==> src/hdl/bbcm_pkg.sv <==
// Package for the blob centroid marker: sizes, sequencer states, register
// indexes, status struct and the frame size clamp.
// No dependencies.
`default_nettype none

package bbcm_pkg;

  localparam int MAX_WIDTH  = 1024;
  localparam int MAX_HEIGHT = 1024;
  localparam int ARM_LENGTH = 10;

  localparam int DIM_W   = 11;  // frame size register width
  localparam int COORD_W = 10;  // column / row / centroid width
  localparam int SUM_W   = 30;  // coordinate sums
  localparam int CNT_W   = 21;  // object pixel count
  localparam int OFF_W   = 22;  // signed linear offset
  localparam int LIM_W   = 21;  // width*height and centroid base
  localparam int PIX_W   = 8;
  localparam int PROD_W  = 2 * DIM_W;
  localparam int IDX_W   = $clog2(2 * ARM_LENGTH + 1);
  localparam int DSTEP_W = $clog2(COORD_W);

  localparam int CFG_DATA_W = 32;
  localparam int CFG_ADDR_W = 3;

  typedef enum logic {
    CFG_FRAME_WIDTH  = 1'b0,
    CFG_FRAME_HEIGHT = 1'b1
  } cfg_idx_t;

  typedef enum logic [3:0] {
    SEQ_IDLE,
    SEQ_START,
    SEQ_DIV_X,
    SEQ_DIV_Y,
    SEQ_MUL_BASE,
    SEQ_MUL_LIMIT,
    SEQ_MUL_ARM,
    SEQ_EMIT_ROW,
    SEQ_EMIT_COL,
    SEQ_EMPTY
  } seq_state_t;

  typedef struct packed {
    logic [SUM_W-1:0] col_sum;
    logic [SUM_W-1:0] row_sum;
    logic [CNT_W-1:0] count;
  } acc_stat_t;

  // zero reads as 1, anything above the maximum saturates
  function automatic logic [DIM_W-1:0] clamp_size(input logic [DIM_W-1:0] v,
                                                  input logic [DIM_W-1:0] maxv);
    logic [DIM_W-1:0] r;
    r = v;
    if (v == '0) begin
      r = DIM_W'(1);
    end else if (v > maxv) begin
      r = maxv;
    end
    return r;
  endfunction

endpackage

`default_nettype wire

==> src/hdl/bbcm_accum.sv <==
// Raster position tracking and zero-pixel accumulation for one frame.
// Depends on bbcm_pkg.
`default_nettype none

module bbcm_accum
  import bbcm_pkg::*;
(
  input  wire logic             clk,
  input  wire logic             rst_n,
  input  wire logic             accept,
  input  wire logic             clear,
  input  wire logic [PIX_W-1:0] pixel,
  input  wire logic [DIM_W-1:0] width,
  input  wire logic [DIM_W-1:0] height,
  output acc_stat_t             stat,
  output logic                  end_frame
);

  logic [COORD_W-1:0] col_r, col_nxt;
  logic [COORD_W-1:0] row_r, row_nxt;
  logic [SUM_W-1:0]   csum_r, csum_nxt;
  logic [SUM_W-1:0]   rsum_r, rsum_nxt;
  logic [CNT_W-1:0]   cnt_r, cnt_nxt;

  logic [DIM_W-1:0] col_a, row_a, row_b, col_inc, row_inc;

  always_comb begin
    // a column left beyond a shrunken width wraps into the next row
    if ({1'b0, col_r} >= width) begin
      col_a = '0;
      row_a = {1'b0, row_r} + DIM_W'(1);
    end else begin
      col_a = {1'b0, col_r};
      row_a = {1'b0, row_r};
    end
    row_b   = (row_a >= height) ? height - DIM_W'(1) : row_a;
    col_inc = col_a + DIM_W'(1);
    row_inc = row_b + DIM_W'(1);

    csum_nxt = csum_r;
    rsum_nxt = rsum_r;
    cnt_nxt  = cnt_r;
    if (pixel == '0) begin
      csum_nxt = csum_r + SUM_W'(col_a);
      rsum_nxt = rsum_r + SUM_W'(row_b);
      cnt_nxt  = cnt_r + CNT_W'(1);
    end

    end_frame = 1'b0;
    if (col_inc >= width) begin
      col_nxt = '0;
      if (row_inc >= height) begin
        end_frame = 1'b1;
        row_nxt   = row_b[COORD_W-1:0];
      end else begin
        row_nxt = row_inc[COORD_W-1:0];
      end
    end else begin
      col_nxt = col_inc[COORD_W-1:0];
      row_nxt = row_b[COORD_W-1:0];
    end
  end

  always_ff @(posedge clk) begin
    if (!rst_n || clear) begin
      col_r  <= '0;
      row_r  <= '0;
      csum_r <= '0;
      rsum_r <= '0;
      cnt_r  <= '0;
    end else if (accept) begin
      col_r  <= col_nxt;
      row_r  <= row_nxt;
      csum_r <= csum_nxt;
      rsum_r <= rsum_nxt;
      cnt_r  <= cnt_nxt;
    end
  end

  assign stat.col_sum = csum_r;
  assign stat.row_sum = rsum_r;
  assign stat.count   = cnt_r;

endmodule

`default_nettype wire

==> src/hdl/bbcm_div.sv <==
// Shared restoring divider, one quotient bit per cycle, COORD_W quotient bits.
// The quotient is known to fit COORD_W bits (a mean coordinate).
// Depends on bbcm_pkg.
`default_nettype none

module bbcm_div
  import bbcm_pkg::*;
(
  input  wire logic               clk,
  input  wire logic               rst_n,
  input  wire logic               start,
  input  wire logic [SUM_W-1:0]   dividend,
  input  wire logic [CNT_W-1:0]   divisor,
  output logic                    done,
  output logic [COORD_W-1:0]      quotient
);

  logic                 run_r;
  logic                 done_r;
  logic [DSTEP_W-1:0]   step_r;
  logic [CNT_W-1:0]     rem_r;
  logic [COORD_W-1:0]   low_r;
  logic [COORD_W-1:0]   quo_r;
  logic [CNT_W-1:0]     div_r;

  logic [CNT_W:0] trial;
  logic [CNT_W:0] diff;
  logic           qbit;

  always_comb begin
    trial = {rem_r, low_r[COORD_W-1]};
    diff  = trial - {1'b0, div_r};
    qbit  = (trial >= {1'b0, div_r});
  end

  always_ff @(posedge clk) begin
    if (!rst_n) begin
      run_r  <= 1'b0;
      done_r <= 1'b0;
      step_r <= '0;
    end else begin
      done_r <= 1'b0;
      if (start) begin
        run_r  <= 1'b1;
        step_r <= '0;
      end else if (run_r) begin
        step_r <= step_r + DSTEP_W'(1);
        if (step_r == DSTEP_W'(COORD_W - 1)) begin
          run_r  <= 1'b0;
          done_r <= 1'b1;
        end
      end
    end
  end

  // upper dividend bits start as the remainder: they are below the divisor
  always_ff @(posedge clk) begin
    if (start) begin
      rem_r <= CNT_W'(dividend[SUM_W-1:COORD_W]);
      low_r <= dividend[COORD_W-1:0];
      div_r <= divisor;
      quo_r <= '0;
    end else if (run_r) begin
      rem_r <= qbit ? diff[CNT_W-1:0] : trial[CNT_W-1:0];
      low_r <= {low_r[COORD_W-2:0], 1'b0};
      quo_r <= {quo_r[COORD_W-2:0], qbit};
    end
  end

  assign done     = done_r;
  assign quotient = quo_r;

endmodule

`default_nettype wire

==> src/hdl/binary_blob_centroid_marker.sv <==
// Blob centroid marker. Mid-frame pixels: one per cycle, busy stays low.
// The frame's last pixel raises busy until the last marker beat is issued:
// two 10-step divisions on the shared divider, three multiplies on one
// shared multiplier, then 42 marker beats one per cycle (an empty frame
// gives a single beat instead). Results cannot be stalled.
// Synchronous active-low reset: sizes 640x480, counters and sums cleared.
`default_nettype none

module binary_blob_centroid_marker
  import bbcm_pkg::*;
(
  input  wire logic                    clk,
  input  wire logic                    rst_n,
  input  wire logic                    start,
  output logic                         busy,
  input  wire logic [PIX_W-1:0]        in_pixel,
  output logic                         out_valid,
  output logic signed [OFF_W-1:0]      out_write_offset,
  output logic                         out_in_frame,
  output logic [COORD_W-1:0]           out_centroid_x,
  output logic [COORD_W-1:0]           out_centroid_y,
  output logic                         out_found,
  output logic                         out_last,
  input  wire logic                    psel,
  input  wire logic                    penable,
  input  wire logic                    pwrite,
  input  wire logic [CFG_ADDR_W-1:0]   paddr,
  input  wire logic [CFG_DATA_W-1:0]   pwdata,
  output logic [CFG_DATA_W-1:0]        prdata,
  output logic                         pready
);

  // ---------------- configuration registers ----------------
  logic [DIM_W-1:0] cfg_width_r, cfg_height_r;
  logic [DIM_W-1:0] width_eff, height_eff;
  cfg_idx_t         cfg_idx;
  logic             cfg_wr;

  assign cfg_idx = cfg_idx_t'(paddr[2]);
  assign cfg_wr  = psel && penable && pwrite && pready;
  assign pready  = 1'b1;

  always_ff @(posedge clk) begin
    if (!rst_n) begin
      cfg_width_r  <= DIM_W'(640);
      cfg_height_r <= DIM_W'(480);
    end else if (cfg_wr) begin
      case (cfg_idx)
        CFG_FRAME_WIDTH:  cfg_width_r  <= pwdata[DIM_W-1:0];
        CFG_FRAME_HEIGHT: cfg_height_r <= pwdata[DIM_W-1:0];
        default: ;
      endcase
    end
  end

  always_comb begin
    case (cfg_idx)
      CFG_FRAME_WIDTH:  prdata = CFG_DATA_W'(cfg_width_r);
      CFG_FRAME_HEIGHT: prdata = CFG_DATA_W'(cfg_height_r);
      default:          prdata = '0;
    endcase
  end

  assign width_eff  = clamp_size(cfg_width_r, DIM_W'(MAX_WIDTH));
  assign height_eff = clamp_size(cfg_height_r, DIM_W'(MAX_HEIGHT));

  // ---------------- accumulation ----------------
  seq_state_t state_r, state_nxt;
  logic       accept;
  logic       acc_clear;
  logic       end_frame;
  acc_stat_t  stat;

  assign busy   = (state_r != SEQ_IDLE);
  assign accept = start && !busy;

  bbcm_accum u_accum (
    .clk       (clk),
    .rst_n     (rst_n),
    .accept    (accept),
    .clear     (acc_clear),
    .pixel     (in_pixel),
    .width     (width_eff),
    .height    (height_eff),
    .stat      (stat),
    .end_frame (end_frame)
  );

  // ---------------- shared divider ----------------
  logic               div_start;
  logic [SUM_W-1:0]   div_dividend;
  logic               div_done;
  logic [COORD_W-1:0] div_quo;

  bbcm_div u_div (
    .clk      (clk),
    .rst_n    (rst_n),
    .start    (div_start),
    .dividend (div_dividend),
    .divisor  (stat.count),
    .done     (div_done),
    .quotient (div_quo)
  );

  // ---------------- sequencer ----------------
  logic [COORD_W-1:0]    cx_r, cx_nxt;
  logic [COORD_W-1:0]    cy_r, cy_nxt;
  logic [LIM_W-1:0]      base_r, base_nxt;
  logic [LIM_W-1:0]      limit_r, limit_nxt;
  logic [OFF_W-1:0]      span_r, span_nxt;
  logic signed [OFF_W-1:0] offset_r, offset_nxt;
  logic [IDX_W-1:0]      idx_r, idx_nxt;

  logic [DIM_W-1:0]  mul_a;
  logic [PROD_W-1:0] mul_p;
  logic              in_frame_now;

  logic                    valid_nxt, valid_r;
  logic signed [OFF_W-1:0] o_off_nxt, o_off_r;
  logic                    o_inf_nxt, o_inf_r;
  logic                    o_found_nxt, o_found_r;
  logic                    o_last_nxt, o_last_r;

  // one multiplier, operand picked by state
  always_comb begin
    case (state_r)
      SEQ_MUL_BASE:  mul_a = {1'b0, cy_r};
      SEQ_MUL_LIMIT: mul_a = height_eff;
      default:       mul_a = DIM_W'(ARM_LENGTH);
    endcase
    mul_p = PROD_W'(mul_a) * PROD_W'(width_eff);
  end

  assign in_frame_now = !offset_r[OFF_W-1] && (offset_r[LIM_W-1:0] < limit_r);

  always_comb begin
    state_nxt    = state_r;
    cx_nxt       = cx_r;
    cy_nxt       = cy_r;
    base_nxt     = base_r;
    limit_nxt    = limit_r;
    span_nxt     = span_r;
    offset_nxt   = offset_r;
    idx_nxt      = idx_r;
    div_start    = 1'b0;
    div_dividend = stat.col_sum;
    acc_clear    = 1'b0;
    valid_nxt    = 1'b0;
    o_off_nxt    = offset_r;
    o_inf_nxt    = in_frame_now;
    o_found_nxt  = 1'b1;
    o_last_nxt   = 1'b0;

    case (state_r)
      SEQ_IDLE: begin
        if (accept && end_frame) begin
          state_nxt = SEQ_START;
        end
      end
      SEQ_START: begin
        if (stat.count == '0) begin
          state_nxt = SEQ_EMPTY;
        end else begin
          div_start = 1'b1;
          state_nxt = SEQ_DIV_X;
        end
      end
      SEQ_DIV_X: begin
        if (div_done) begin
          cx_nxt       = div_quo;
          div_start    = 1'b1;
          div_dividend = stat.row_sum;
          state_nxt    = SEQ_DIV_Y;
        end
      end
      SEQ_DIV_Y: begin
        div_dividend = stat.row_sum;
        if (div_done) begin
          cy_nxt    = div_quo;
          state_nxt = SEQ_MUL_BASE;
        end
      end
      SEQ_MUL_BASE: begin
        base_nxt  = mul_p[LIM_W-1:0] + LIM_W'(cx_r);
        state_nxt = SEQ_MUL_LIMIT;
      end
      SEQ_MUL_LIMIT: begin
        limit_nxt = mul_p[LIM_W-1:0];
        state_nxt = SEQ_MUL_ARM;
      end
      SEQ_MUL_ARM: begin
        span_nxt   = mul_p[OFF_W-1:0];
        offset_nxt = $signed({1'b0, base_r}) - OFF_W'(ARM_LENGTH);
        idx_nxt    = '0;
        state_nxt  = SEQ_EMIT_ROW;
      end
      SEQ_EMIT_ROW: begin
        valid_nxt = 1'b1;
        if (idx_r == IDX_W'(2 * ARM_LENGTH)) begin
          idx_nxt    = '0;
          offset_nxt = $signed({1'b0, base_r}) - $signed(span_r);
          state_nxt  = SEQ_EMIT_COL;
        end else begin
          idx_nxt    = idx_r + IDX_W'(1);
          offset_nxt = offset_r + OFF_W'(1);
        end
      end
      SEQ_EMIT_COL: begin
        valid_nxt  = 1'b1;
        idx_nxt    = idx_r + IDX_W'(1);
        offset_nxt = offset_r + $signed(OFF_W'(width_eff));
        if (idx_r == IDX_W'(2 * ARM_LENGTH)) begin
          o_last_nxt = 1'b1;
          acc_clear  = 1'b1;
          state_nxt  = SEQ_IDLE;
        end
      end
      SEQ_EMPTY: begin
        // frame without object pixels: a single beat, found low
        valid_nxt   = 1'b1;
        o_off_nxt   = '0;
        o_inf_nxt   = 1'b0;
        o_found_nxt = 1'b0;
        o_last_nxt  = 1'b1;
        cx_nxt      = '0;
        cy_nxt      = '0;
        acc_clear   = 1'b1;
        state_nxt   = SEQ_IDLE;
      end
      default: begin
        state_nxt = SEQ_IDLE;
      end
    endcase
  end

  always_ff @(posedge clk) begin
    if (!rst_n) begin
      state_r <= SEQ_IDLE;
      valid_r <= 1'b0;
    end else begin
      state_r <= state_nxt;
      valid_r <= valid_nxt;
    end
  end

  always_ff @(posedge clk) begin
    cx_r      <= cx_nxt;
    cy_r      <= cy_nxt;
    base_r    <= base_nxt;
    limit_r   <= limit_nxt;
    span_r    <= span_nxt;
    offset_r  <= offset_nxt;
    idx_r     <= idx_nxt;
    o_off_r   <= o_off_nxt;
    o_inf_r   <= o_inf_nxt;
    o_found_r <= o_found_nxt;
    o_last_r  <= o_last_nxt;
  end

  assign out_valid        = valid_r;
  assign out_write_offset = o_off_r;
  assign out_in_frame     = o_inf_r;
  assign out_centroid_x   = cx_r;
  assign out_centroid_y   = cy_r;
  assign out_found        = o_found_r;
  assign out_last         = o_last_r;

endmodule

`default_nettype wire
==> config.mk <==
export PLATFORM = sky130hd
export DESIGN_NAME = binary_blob_centroid_marker
export DESIGN_NICKNAME = d
export VERILOG_FILES = /design/src/hdl/bbcm_pkg.sv /design/src/hdl/bbcm_accum.sv /design/src/hdl/bbcm_div.sv /design/src/hdl/binary_blob_centroid_marker.sv
export SDC_FILE = /design/constraint.sdc
export NUM_CORES = 1
export LEC_CHECK = 0
export BUFFER_PORTS_ARGS = -buffer_cell sky130_fd_sc_hd__buf_4
export CAP_MARGIN = 20
export CORE_AREA = 2 2 219 221
export CTS_CLUSTER_DIAMETER = 100
export DETAILED_ROUTE_END_ITERATION = 7
export DIE_AREA = 0 0 221 223
export PLACE_DENSITY = 0.71
export SLEW_MARGIN = 30
export SYNTH_ARGS = -nofsm -noshare
export SYNTH_HDL_FRONTEND = slang
export SYNTH_HIERARCHICAL = 1
export SYNTH_SLANG_ARGS = --single-unit
==> constraint.sdc <==
create_clock -name clk -period 11.3 [get_ports clk]
set_input_delay 1.695 -clock clk [delete_from_list [all_inputs] [get_ports clk]]
set_output_delay 1.695 -clock clk [all_outputs]
set_load 0.1 [all_outputs]
==> flow_summary.ini <==
[sta]
finClkSkew_ns = 0.01871
rsz0062_at_grt = no
drv_slew = 0
worst_pin_slew_ns = 0.9446
hold_violations = 0
fin_crit_ns = 9.991
relSlewSlack_pct = 36.90
fin_setup_tns_ns = 0
fmaxAchievable_mhz = 100.1
period_share_pct = 88.42
setup_violations = 0

[detailed_routing]
first_pass_iters = 7
vias = 20886
wl_per_cell_um = 19.45
wl_um = 68540
drc = 0
dr.first_iter.drc_count = 1608
avgViaCountPerCell = 5.925
postRouteAntennaNets = 0

[floorplan]
die_h_um = 223
start_util_pct = 53.98
fp.dieArea_um2 = 49280
core_area_um2 = 47150
die_w_um = 221
pin_count = 129
row_count = 80

[yosys]
ys.flop_type = dfxtp_1
yosysMostFrequentCell = nor2_1
yosysSeqAreaShare_pct = 32.49
synthAdderAreaFrac_pct = 17.48
yosysWarnings = 6
syn_inst = 2837
synth.cell_area_um2 = 25450
synth_edf_count = 162
synth_top_area_share_pct = 19.12
synth_cell_types = 99
synth_top_family_by_area = simple AND/OR/NAND/NOR gates
async_flop_share_pct = 0
synth.cells.most_frequent = nor2_1 (280), inv_1 (260), nand2_1 (257), ha_1 (218), dfxtp_1 (170)
syn_area_per_cell_um2 = 8.970
synth_compound_area_share_pct = 14.79
synth_xor_area_share_pct = 7.090
synth_simple_gate_area_share_pct = 18.80
synth_mux_area_share_pct = 3.289
ys_seq_elements = 332
yosys.area.top_type = edfxtp_1
netlist_top_cells_area = edfxtp_1 (19%), dfxtp_1 (13%), ha_1 (11%)

[layout]
drive_above_1_share_pct = 9.278
antenna_cells = 0
area_delta_synth_final_pct = 9.554
n_fill_cell = 4162
nets = 3233

[global_route]
grt-ovfl-total = 0
grt_max_degree = 92
antenna_found_initial = 0
groute.usage.overall_pct = 27.50
grt_pass1_wl_um = 110000
grt_pass1_vias = 20611

[clock_network]
cts_sinks = 332
insertion_delay_ns = 0.56
cts.path.max_buffers = 3
htreeDepth = 2
cts_setup_buffers = 0
cts_tree = yes
clk_pin_slew_ns = 0.06
cts_hold_buf = 0
root_buffer = clkbuf_16
ctsResizeCount = 0
cts-buffers-inserted = 38

[placed_design]
hpwlAfterDp_um = 52470
place.port_buffers = 83
routabilityCongestion = 0.9275

[setup_path]
worst_setup_path_end_kind = flip-flop
endpoint = state_r[2]$_SDFFE_PN0P_
critPathKind = flip-flop to flip-flop
r2r_cells = 35
required_ns = 11.78
cp-startpoint = cfg_width_r[10]$_SDFFE_PN0P_
worstReg2RegStart = cfg_width_r[10]$_SDFFE_PN0P_
cp.arrival_ns = 10.47
worst_setup_path_start_kind = flip-flop
worstPathMaxFanout = 19
reg2reg_slack_ns = 1.31
cpMaxStageDelayCell = nor3_1
reg2reg_to = state_r[2]$_SDFFE_PN0P_
max_stage_delay_ns = 0.61

[power]
power_density_nw_per_um2 = 106.3
power_leakage_nw = 11.93
max-vdd-ir-drop_mv = 0.1153
power_mw = 2.965

[hold_path]
hp-class = flip-flop to flip-flop
whs_path_depth = 2

[job]
max-cap-violations = 0

[status]
status = complete, no violations
state kept, by name, summed over array words and instances, names as in the netlist, 10 cells and up:
signal and cells:
u_accum/cnt_r 21, out_centroid_x 10, cfg_height_r 11, out_write_offset 22, u_accum/csum_r 30, u_div/low_r 10
u_div/quotient 10, u_accum/rsum_r 30, out_centroid_y 10, cfg_width_r 11, base_r 21, offset_r 22
span_r 22, u_div/rem_r 21, u_div/div_r 21, limit_r 21, u_accum/row_r 10, u_accum/col_r 10
routing by layer:
layer	GRT usage, %	part of all wire [%]	vias up	wire length, um
met5	0	0	-	0
met4	9.006	3.2	0	2165
met3	3.200	5.0	134	3439
met2	46.69	48	616	32660
met1	36.63	44	10112	30280
li1	-	-	10024	-
worst max-delay path, delay by kind of cell, from the launching register on:
kind,cells,cell delay [ns]
AND/OR/NAND/NOR,13,3.54
AO/OA/AOI/OAI,12,3.05
adder cells (fa/ha/maj),4,1.09
buffers and inverters,3,0.77
flip-flops,1,0.58
multiplexers,1,0.50
XOR/XNOR,2,0.39
cell type report:
type,instances,area [um2],area share [%]
sequential,332,8269,29.66
clock inverter,23,277.8,0.9964
inverter,263,987.2,3.541
tap,615,769.5,2.760
timing repair buffer,102,792.0,2.841
clock buffer,47,1005,3.604
multi-input combinational,2143,15780,56.60
worst min path at each step:
| stage | from | endpoint |
|---|---|---|
| detailed placement | u_accum/csum_r[9]$_SDFFE_PP0P_ | u_accum/csum_r[9]$_SDFFE_PP0P_ |
| finish | u_accum/csum_r[28]$_SDFFE_PP0P_ | u_accum/csum_r[28]$_SDFFE_PP0P_ |
| global placement | u_accum/csum_r[9]$_SDFFE_PP0P_ | u_accum/csum_r[9]$_SDFFE_PP0P_ |
| global route | u_accum/csum_r[9]$_SDFFE_PP0P_ | u_accum/csum_r[9]$_SDFFE_PP0P_ |
| CTS | u_accum/csum_r[8]$_SDFFE_PP0P_ | u_accum/csum_r[8]$_SDFFE_PP0P_ |
| floorplan | u_accum/csum_r[5]$_SDFFE_PP0P_ | u_accum/csum_r[5]$_SDFFE_PP0P_ |
layout by cell type (no fill, tap or decap), types with 53 or more instances in the layout:
cell and count:
a21oi_1 146, buf_4 99, dfxtp_1 169, edfxtp_1 162, fa_1 86, ha_1 218, inv_1 260, mux2_2 53
nand2_1 257, nand3_1 81, nor2_1 278, nor3_1 56, o21ai_0 94, xnor2_1 119, xor2_1 87
through the flow:
stage / utilization [%] / instances / cell area, um2 / hold WS (ns) / worst slack, ns
final: 59.13 / 3525 / 27880 / 0.4761 / 1.309
after global routing: 59.13 / 3525 / 27880 / 0.5052 / 0.6192
after CTS: 59.03 / 3524 / 27830 / 0.4839 / 1.373
after detailed placement: 56.31 / 3454 / 26550 / 0.4762 / 1.407
after global placement: 56.27 / 3453 / 26530 / 0.4600 / 1.633
after floorplan: - / 2857 / 25520 / 0.4457 / 2.897
logic make-up after synthesis:
| logic type | after synthesis |
|---|---|
| fa+ha+maj | 304 |
| xor+xnor | 206 |
| flops | 332 |
| buf+inv | 382 |
| mux | 77 |
| compound gates | 550 |
| other cells | 2 |
| simple gates | 984 |
where the power goes:
part	internal, mW	switching, mW	leakage, nW
Combinational	0.126	0.263	8.47
Sequential	1.27	0.0242	2.84
Clock	0.755	0.523	0.624
Total	2.15	0.810	11.9
No activity file was read; power rests on OpenSTA's default activity.
